`config.mk`:
```
export PLATFORM = sky130hd
export DESIGN_NAME = wwh_divider
export DESIGN_NICKNAME = d
export VERILOG_FILES = /design/src/rtl/wwh_pkg.sv /design/src/rtl/wwh_divider.sv
export SDC_FILE = /design/constraint.sdc
export NUM_CORES = 1
export LEC_CHECK = 0
export BUFFER_PORTS_ARGS = -buffer_cell sky130_fd_sc_hd__buf_2
export CELL_PAD_IN_SITES_DETAIL_PLACEMENT = 1
export CELL_PAD_IN_SITES_GLOBAL_PLACEMENT = 2
export CORE_MARGIN = 2
export CORE_UTILIZATION = 32
export CTS_BUF_LIST = sky130_fd_sc_hd__clkbuf_4
export CTS_CLUSTER_DIAMETER = 120
export DETAILED_ROUTE_END_ITERATION = 7
export PLACE_DENSITY_LB_ADDON = 0.3
export SKIP_LAST_GASP = 1
export SLEW_MARGIN = 15
export SYNTH_ARGS = -nofsm -noshare
export SYNTH_HDL_FRONTEND = slang
export SYNTH_SLANG_ARGS = --single-unit
```
`constraint.sdc`:
```
create_clock -name i_clk -period 2.43 [get_ports i_clk]
set_clock_uncertainty 0.2 [all_clocks]
set_input_delay 0.486 -clock i_clk [delete_from_list [all_inputs] [get_ports i_clk]]
set_output_delay 0.486 -clock i_clk [all_outputs]
set_load 0.03 [all_outputs]
```
`src/rtl/wwh_pkg.sv`:
```
// Shared types and constants for the window word histogram.
package wwh_pkg;
    localparam int unsigned FRAC_W = 17;
    localparam int unsigned CNT_W  = 10;

    typedef enum logic [0:0] {
        KIND_LOAD  = 1'b0,
        KIND_QUERY = 1'b1
    } t_kind;

    typedef enum logic [1:0] {
        REG_HALF_HEIGHT  = 2'd0,
        REG_HALF_WIDTH   = 2'd1,
        REG_IMAGE_HEIGHT = 2'd2,
        REG_IMAGE_WIDTH  = 2'd3
    } t_reg;
endpackage

```
`src/rtl/wwh_divider.sv`:
```
// Restoring divider: floor(count*65536/area), one quotient bit per cycle.
module wwh_divider (
    input  logic                        i_clk,
    input  logic                        i_rst_n,
    input  logic                        i_start,
    input  logic [wwh_pkg::CNT_W-1:0]   i_num,
    input  logic [wwh_pkg::CNT_W-1:0]   i_den,
    output logic                        o_done,
    output logic [wwh_pkg::FRAC_W-1:0]  o_quo
);
    localparam int unsigned NW = wwh_pkg::CNT_W + 16;
    logic [NW-1:0]             r_num, n_num;
    logic [wwh_pkg::CNT_W:0]   r_rem, n_rem;
    logic [NW-1:0]             r_quo, n_quo;
    logic [4:0]                r_cnt, n_cnt;
    logic                      r_busy, n_busy, r_done, n_done;
    logic [wwh_pkg::CNT_W+1:0] trial;

    always_comb begin
        n_num = r_num; n_rem = r_rem; n_quo = r_quo;
        n_cnt = r_cnt; n_busy = r_busy; n_done = 1'b0;
        trial = {r_rem, r_num[NW-1]} - {2'b00, i_den};
        if (i_start) begin
            n_num = {i_num, 16'd0}; n_rem = '0; n_quo = '0;
            n_cnt = 5'(NW); n_busy = 1'b1;
        end else if (r_busy) begin
            n_num = {r_num[NW-2:0], 1'b0};
            if (!trial[wwh_pkg::CNT_W+1]) begin
                n_rem = trial[wwh_pkg::CNT_W:0];
                n_quo = {r_quo[NW-2:0], 1'b1};
            end else begin
                n_rem = {r_rem[wwh_pkg::CNT_W-1:0], r_num[NW-1]};
                n_quo = {r_quo[NW-2:0], 1'b0};
            end
            n_cnt = r_cnt - 5'd1;
            if (r_cnt == 5'd1) begin
                n_busy = 1'b0; n_done = 1'b1;
            end
        end
    end

    always_ff @(posedge i_clk) begin
        r_num <= n_num; r_rem <= n_rem; r_quo <= n_quo;
        if (!i_rst_n) begin
            r_busy <= 1'b0; r_done <= 1'b0; r_cnt <= '0;
        end else begin
            r_busy <= n_busy; r_done <= n_done; r_cnt <= n_cnt;
        end
    end

    assign o_done = r_done;
    assign o_quo  = (i_den == '0) ? '0 : r_quo[wwh_pkg::FRAC_W-1:0];
endmodule

```
; ---- Word level (Yosys, flattened, before mapping)
; Index checks and enable logic that the tools add are counted.
[op_classes]
n_addsub = 2
n_eq_ne = 1
n_mux = 11
n_bitwise = 2
n_reduce_logical = 4
[ops]
columns = op, count
row1 = 2-to-1 mux 26 bit, 2
row2 = 2-to-1 mux 17 bit, 1
row3 = subtractor 12 x 10 -> 12 bit, 1
row4 = 2-to-1 mux 11 bit, 1
row5 = logical NOT 10 bit, 1
row6 = 2-to-1 mux 5 bit, 2
row7 = == test 5 x 1 -> 1 bit (second input constant), 1
row8 = 2-to-1 mux 1 bit, 5
row9 = subtractor 5 x 1 -> 5 bit (second input constant), 1
row10 = OR reduction 3 bit, 1
row11 = inverter 1 bit, 2
row12 = nonzero test 2 bit, 1
row13 = OR reduction 2 bit, 1
[word_totals]
ff_bits = 45
out_inout_bits = 18

; ---- Depth between registers and ports, before layout
; Gate-level depths: netlist of run 1.
[depth]
depth_word = 4
mapped_depth = 10

; ---- Worst setup path after synthesis of run 1
; OpenSTA, ideal clock, no wires.
[synth_path]
kind = input to register
startpoint = input i_den[1] (netlist name)
endpoint = register r_rem[2] (netlist name)
arrival_time_ns = 2.153
required_time_ns = 2.108
slack_ns = -0.045
path_stages = 9
path_buffers = 1
path_cell_list = inv_1 > ha_1 > nor2b_1 > o31ai_2 > nor4b_4 > o21ai_1 > and2_4 > buf_6 > a221o_1
[synth_via]
elab_chain_len = 2
[synth_lines]
columns = element, line
row1 = "start, declared", wwh_divider.sv:7  ; input logic [wwh_pkg::CNT_W-1:0] i_den,
row2 = subtractor 12 x 10 -> 12 bit, wwh_divider.sv:22  ; trial = {r_rem, r_num[NW-1]} - {2'b00, i_den};
row3 = 2-to-1 mux 11 bit, wwh_divider.sv:28  ; if (!trial[wwh_pkg::CNT_W+1]) begin
row4 = "end signal, assigned", wwh_divider.sv:43  ; r_num <= n_num; r_rem <= n_rem; r_quo <= n_quo;
row5 = "end, declared", wwh_divider.sv:13  ; logic [wwh_pkg::CNT_W:0] r_rem, n_rem;
; No other way between the ends.
; A chain may end at the register's enable or synchronous reset.

; ---- Worst setup path after layout of run 1
[layout_path]
startpoint = register r_num[25]
endpoint = register r_rem[10] (netlist name)
[layout_via]
elab_chain_len = 2
[layout_lines]
columns = element, line
row1 = "start, declared", wwh_divider.sv:12  ; logic [NW-1:0] r_num, n_num;
row2 = "start signal, assigned", wwh_divider.sv:43
row3 = subtractor 12 x 10 -> 12 bit, wwh_divider.sv:22
row4 = 2-to-1 mux 11 bit, wwh_divider.sv:28
; No other way between the ends.

==> impl_results.md, run 1 <==
- Final GP Congestion: 0.808
- Most numerous cell on the critical path: a21o_1
- Antenna cell count: 0
- Share of the synthesized area in the top cell type: 27.8%
- Ys Warns: 0
- Crit path launch type: register
- Number of max-cap violations: 0
- Worst slew pin tran: approximately 0.6 ns
- Internal power: 1.10 mW
- Placed cell area: 3210 sq um
- Post-synth EDFFs: 10
- Synth Instances: 269
- Critical path capture point type: register
- Via density: 4.87
- H-Tree Depth: 2
- FMAX: between 400 and 500 MHz
- Total core area: between 7000 and 8000 sq um
- RSZ-0062 raised after global routing: false
- Area growth syn-to-layout: 32.5%
- WL/cell: between 10 and 15 um
- DR DRC count: 0
- Hold_buf cts: 0
- Crit path max-delay family: compound AO/OA/AOI/OAI gates
- Worst Hold Class: in2reg
- TritonCTS clock tree: yes
- Logic pwr share: 22.4%
- Area of the multi-input gates: ~1600 sq um
- Tot GR Track Use: approximately 17%
- First-pass GRT wire length: about 11 mm
- Antenna Nets Post-Route: 0
- Async S/R FF share, synth: 0%
- Main synth FF type: dfxtp_1
- FF+latch count, synth: 45
- Post-Syn Area: 2520 sq um
- Leak Pwr: 1.47 nW
- Synth area leader: dfxtp_1
- Root buffer cell: clkbuf_4
- Die H: 92.7 um
- Later-pin clock latency in the skew report: 0.37 ns
- CTS Buf Count: 5
- FP Rows: 32
- Clk buf depth: 2
- Die span in x: 92.7 um
- Port buffer count: 40
- Setup violations, final: 0
- Postcts setup bufs: 0
- Layout Nets: 383
- Worst path slowest cell: edfxtp_1
- Final WS setup: 0.110 ns
- Starting Density: 32.8%
- DRT iter0 DRCs: 92
- Fin Setup TNS: 0 ns
- Initial antenna violation count: 0
- Sw Share: 29.8%
- Sw Pwr: 0.469 mW
- Crit path kind: reg2reg
- Crit path required time: 2.53 ns
- Cell breakdown of the critical path: inv_2, ha_2, inv_1, fa_2, a21o_1, a21o_1, a31o_2, a21oi_4, a41oi_2, o221ai_1
- Post-Syn Nets: 305
- DP Worst Slack: -0.194 ns
- Pin count of the biggest net entering global routing: 25
- # fillers: 908
- Routed wire length: 6.49 mm
- Via count: 2191
- Synth area leaders: dfxtp_1, edfxtp_1, mux2i_1
- Drt pass-1 iters: 4
- Pwr/cell area: 471 nW/um^2
- Clock power share: about a quarter
- FF/Latch Area: ~1000 sq um
- Worst-path fanout max: 2
- Buf/Inv on CP: 2
- Reg power frac: 52.8%
- Max Slew Vio Count: 0
- Final hold vios: 0
- Max VDD drop: around 0.27 mV
- Grt total ovfl: 0
- Relative slew slack: between 50% and 60%
- Sequential fraction of the synthesis area: 39.7%
- Netlist cell types: 54
- # IOs: between 40 and 50
- Crit path DAT: 2.42 ns
- Design Area, Final: 3340 sq um
- Die area: ~8600 sq um
- Mean Syn Cell Area: 9.36 sq um
- Largest stage delay on the critical path: 0.41 ns
- Fin crit period: 2.32 ns
- Clk slew on worst S/H paths: approximately 0.15 ns
- CTS Sinks: 45
- Status: complete, no violations
- Ratio of cells with drive above 1 in the final layout: between 30% and 40%
- Vias in the first global route: 2357
- HPWL Detailed: 5.00 mm
- Period utilization: 95.5%
power groups by stage:
| stage | Sequential, mW | Combinational (mW) | Clock [mW] |
|---|---|---|---|
| floorplan | 0.835 | 0.222 | 0 |
| global placement | 0.845 | 0.335 | 0 |
| detailed placement | 0.847 | 0.341 | 0 |
| CTS | 0.831 | 0.345 | 0.409 |
| finish | 0.831 | 0.352 | 0.390 |
| global route | 0.837 | 0.392 | 0.440 |
placed cells by master (no fill, tap or decap), types with 4 or more instances in the layout:
master	netlist	routed
a21oi_1	10	9
inv_1	17	13
dfxtp_1	35	34
inv_2	0	4
ha_1	12	5
ha_4	0	6
nand2_1	16	16
xor2_1	7	7
and2_1	18	18
buf_4	0	41
nand4_1	7	7
mux2i_1	16	16
nor3_1	4	4
edfxtp_1	10	10
nor2_1	38	38
xnor2_1	4	4
mux2_2	9	9
buf_2	1	40
clkbuf_4	0	5
stage by stage:
| step | hold WS (ns) | instances | power, mW | utilization, % |
|---|---|---|---|---|
| 2_1_floorplan | 0.252 | 269 | 1.06 | - |
| 3_3_place_gp | 0.267 | 442 | 1.18 | 41.8 |
| 3_5_place_dp | 0.286 | 442 | 1.19 | 41.8 |
| 4_1_cts | 0.178 | 450 | 1.59 | 42.6 |
| 5_1_grt | 0.192 | 450 | 1.67 | 43.4 |
| 6_report | 0.192 | 450 | 1.57 | 43.4 |
sequential cells by signal (all words and copies together), names as in the netlist:
| signal | flops |
|---|---|
| r_busy | 1 |
| r_rem | 11 |
| o_done | 1 |
| r_quo | 17 |
| r_num | 10 |
| r_cnt | 5 |
synth_stat cells, drive strengths merged (2+ instances only):
cell type,number
nor2,39
dfxtp,35
and2,19
inv,17
mux2i,16
nand2,16
ha,12
a21oi,10
edfxtp,10
mux2,9
buf,8
nand4,7
xor2,7
nor3,4
o31ai,4
xnor2,4
a21o,3
clkbuf,3
nand3,3
nor4,3
o211ai,3
o21ai,3
o221ai,3
o311a,3
or3,3
a31o,2
nand2b,2
nor2b,2
per-layer routing:
layer / routed length [um] / global-route usage [%] / up-vias
met4: 60 / 4.04 / 0
met2: 3060 / 28.0 / 31
met3: 196 / 2.20 / 4
li1: - / - / 1106
met5: 0 / 0 / -
met1: 3170 / 22.4 / 1050
worst reg2reg max path, cell delays in order, from the launching register on:
cell,delay [ns]
edfxtp_1,0.41
inv_2,0.07
ha_2,0.16
inv_1,0.05
fa_2,0.34
a21o_1,0.19
a21o_1,0.18
a31o_2,0.27
a21oi_4,0.17
a41oi_2,0.12
o221ai_1,0.09
layout make-up:
type / instances / share of cell area, %
inverter: 17 / 1.91
multi-input combinational: 196 / 46.8
tap: 102 / 3.82
clock buffer: 5 / 1.12
sequential: 45 / 30.0
timing repair buffer: 82 / 15.6
clock inverter: 3 / 0.750
kinds of logic after synthesis:
kind of cell / synth area share, %
buf+inv: 4.52
xor+xnor: 3.83
mux: 10.4
simple gates: 22.7
compound gates: 12.1
fa+ha+maj: 6.76
flops: 39.7
worst paths after layout:
kind,startpoint,endpoint,slack (ns),depth (start not counted)
setup / recovery,r_num[25],r_rem[10],0.11,10
setup reg to reg,r_num[25],r_rem[10],0.11,10
hold reg to reg,r_quo[0],r_quo[0],0.30,2
hold / removal,i_rst_n,r_cnt[0],0.19,3
repair_timing:
action,CTS,global route
endpoints found under the setup margin,2,29
pin swaps,1,3
resized for setup,1,13
Power figures use the tool's default switching activity.
==> run 2, diff against run 1 <==
--- a/config.mk
+++ b/config.mk
@@ -13,7 +13,9 @@
 export CTS_BUF_LIST = sky130_fd_sc_hd__clkbuf_4
 export CTS_CLUSTER_DIAMETER = 120
 export DETAILED_ROUTE_END_ITERATION = 7
+export GPL_ROUTABILITY_DRIVEN = 0
 export PLACE_DENSITY_LB_ADDON = 0.3
+export SETUP_SLACK_MARGIN = 0.2
 export SKIP_LAST_GASP = 1
 export SLEW_MARGIN = 15
 export SYNTH_ARGS = -nofsm -noshare
==> impl_results.md, run 2 (synthesis gave the netlist of run 1 again) <==
- Crit path launch type: input port
- H-Tree Depth: 2
- Pwr/cell area: 486 nW/um^2
- Period utilization: 95.3%
- Initial antenna violation count: 0
- Die area: 8600 sq um
- Antenna Nets Post-Route: 0
- Fin crit period: between 2 and 2.5 ns
- CTS Sinks: 45
- Status: complete, no violations
- Via density: 4.92
- Start point of the worst hold path: i_num[0]
- Routed wire length: 6.82 mm
- Most common cell after layout, fill and taps aside: buf_2
- Largest regs: r_quo: 17 flops, r_rem: 11 flops, r_num: 10 flops
- Commonest non-fill, non-tap cells in the layout: buf_2, buf_4, nor2_1
- Starting Density: 32.8%
- Clk slew on worst S/H paths: ~0.14 ns
- Via count: 2217
- Worst Hold Class: in2reg
- Later-pin clock latency in the skew report: 0.36 ns
- R2R Path Start: r_num[25]
- Worst-path fanout max: 17
- TritonCTS clock tree: yes
- Area of the multi-input gates: 1600 sq um
- Post-layout util: roughly 45%
- # fillers: 896
- Number of max-cap violations: 0
- Root buffer cell: clkbuf_4
- First-pass GRT wire length: 11.6 mm
- Critical path capture point type: output port
- Port buffer count: 40
- # IOs: 41
- Crit path kind: in2out
- Leak Pwr: 1.52 nW
- Pin count of the biggest net entering global routing: 27
- FF/Latch Area: 1010 sq um
- FMAX: around 430 MHz
- HPWL Detailed: between 5 and 6 mm
- Ratio of cells with drive above 1 in the final layout: 41.8%
- Die H: 92.7 um
- Crit path DAT: 1.63 ns
- Die span in x: 92.7 um
- Area growth syn-to-layout: 36.7%
- Drt pass-1 iters: 4
- Tot GR Track Use: 16.8%
- CTS Buf Count: 5
- Max reg flops: 17
- Pwr Total: 1.67 mW
- Largest reg by FF count: r_quo
- Vias in the first global route: 2342
- Max Slew Vio Count: 0
- Final hold vios: 0
- FP Rows: 32
- Crit path required time: 1.74 ns
- Antenna cell count: 0
- Hold_buf cts: 0
- Clk buf depth: 2
- WL/cell: 15.1 um
- Layout Nets: 384
- Setup crit start: i_den[9]
- DR DRC count: 0
- Worst slew pin tran: 0.647 ns
- Grt total ovfl: 0
- DRT iter0 DRCs: 89
- Setup violations, final: 0
- Relative slew slack: between 50% and 60%
- Total core area: 7690 sq um
- Max VDD drop: between 0.3 and 0.4 mV
- RSZ-0062 raised after global routing: true
run 2: changes by cell type in the layout (fill, tap and decap cells not counted), sizes merged:
| cell | before | now |
|---|---|---|
| clkinv | 0 | 1 |
| clkbuf | 5 | 6 |
| clkinvlp | 1 | 0 |
| bufinv | 0 | 1 |
| buf | 82 | 83 |
| inv | 19 | 17 |
run 2: layout make-up:
type / count / area share (%)
Clock buffer: 6 / 1.31
Clock inverter: 2 / 1.02
Inverter: 17 / 2.14
Multi-Input combinational cell: 196 / 46.5
Sequential cell: 45 / 29.4
Tap cell: 102 / 3.71
Timing Repair Buffer: 83 / 15.9
run 2: where the power goes:
part / total, mW / internal (mW) / switching (mW)
Combinational: 0.366 / 0.186 / 0.180
Clock: 0.475 / 0.227 / 0.248
Sequential: 0.831 / 0.803 / 0.0272
Total: 1.67 / 1.22 / 0.455
run 2: per-stage QoR:
step | setup WS (ns) | cell area (sq um) | hold WS [ns] | std cells | setup TNS (ns)
6_report | 0.114 | 3440 | 0.199 | 451 | 0
5_1_grt | -0.0000657 | 3440 | 0.188 | 451 | -0.0000657
4_1_cts | 0.0661 | 3390 | 0.183 | 450 | 0
3_5_place_dp | -0.192 | 3260 | 0.279 | 440 | -1.33
3_3_place_gp | -0.0995 | 3260 | 0.267 | 440 | -0.663
2_1_floorplan | -0.00303 | 2680 | 0.252 | 269 | -0.00303
run 2: final timing paths:
kind,slack [ns],cells past startpoint,end
worst max register to register,0.14,9,r_rem[7]
worst min-delay path,0.20,2,r_num[16]
worst min register to register,0.31,2,r_quo[16]
worst max-delay path,0.11,7,o_quo[7]
run 2: routing by layer:
| layer | up-vias | share of wire (%) | track usage, % | wire, um |
|---|---|---|---|---|
| met1 | 1056 | 49 | 23.2 | 3350 |
| met4 | 0 | 2.1 | 5.27 | 144 |
| met3 | 10 | 2.9 | 2.44 | 201 |
| li1 | 1114 | - | - | - |
| met5 | - | 0 | 0 | 0 |
| met2 | 37 | 46 | 27.3 | 3120 |
run 2: worst max-delay path: stages:
cell and delay, ns:
buf_2 0.11, buf_4 0.13, nor4_2 0.25, nand4_1 0.14, buf_6 0.18, and2_1 0.16, buf_2 0.18
run 2: what timing repair did:
action	CTS	global route
setup buffers	2	1
pin swaps	10	6
setup endpoints to repair	29	29
gates resized for setup	15	8
cloned	0	0
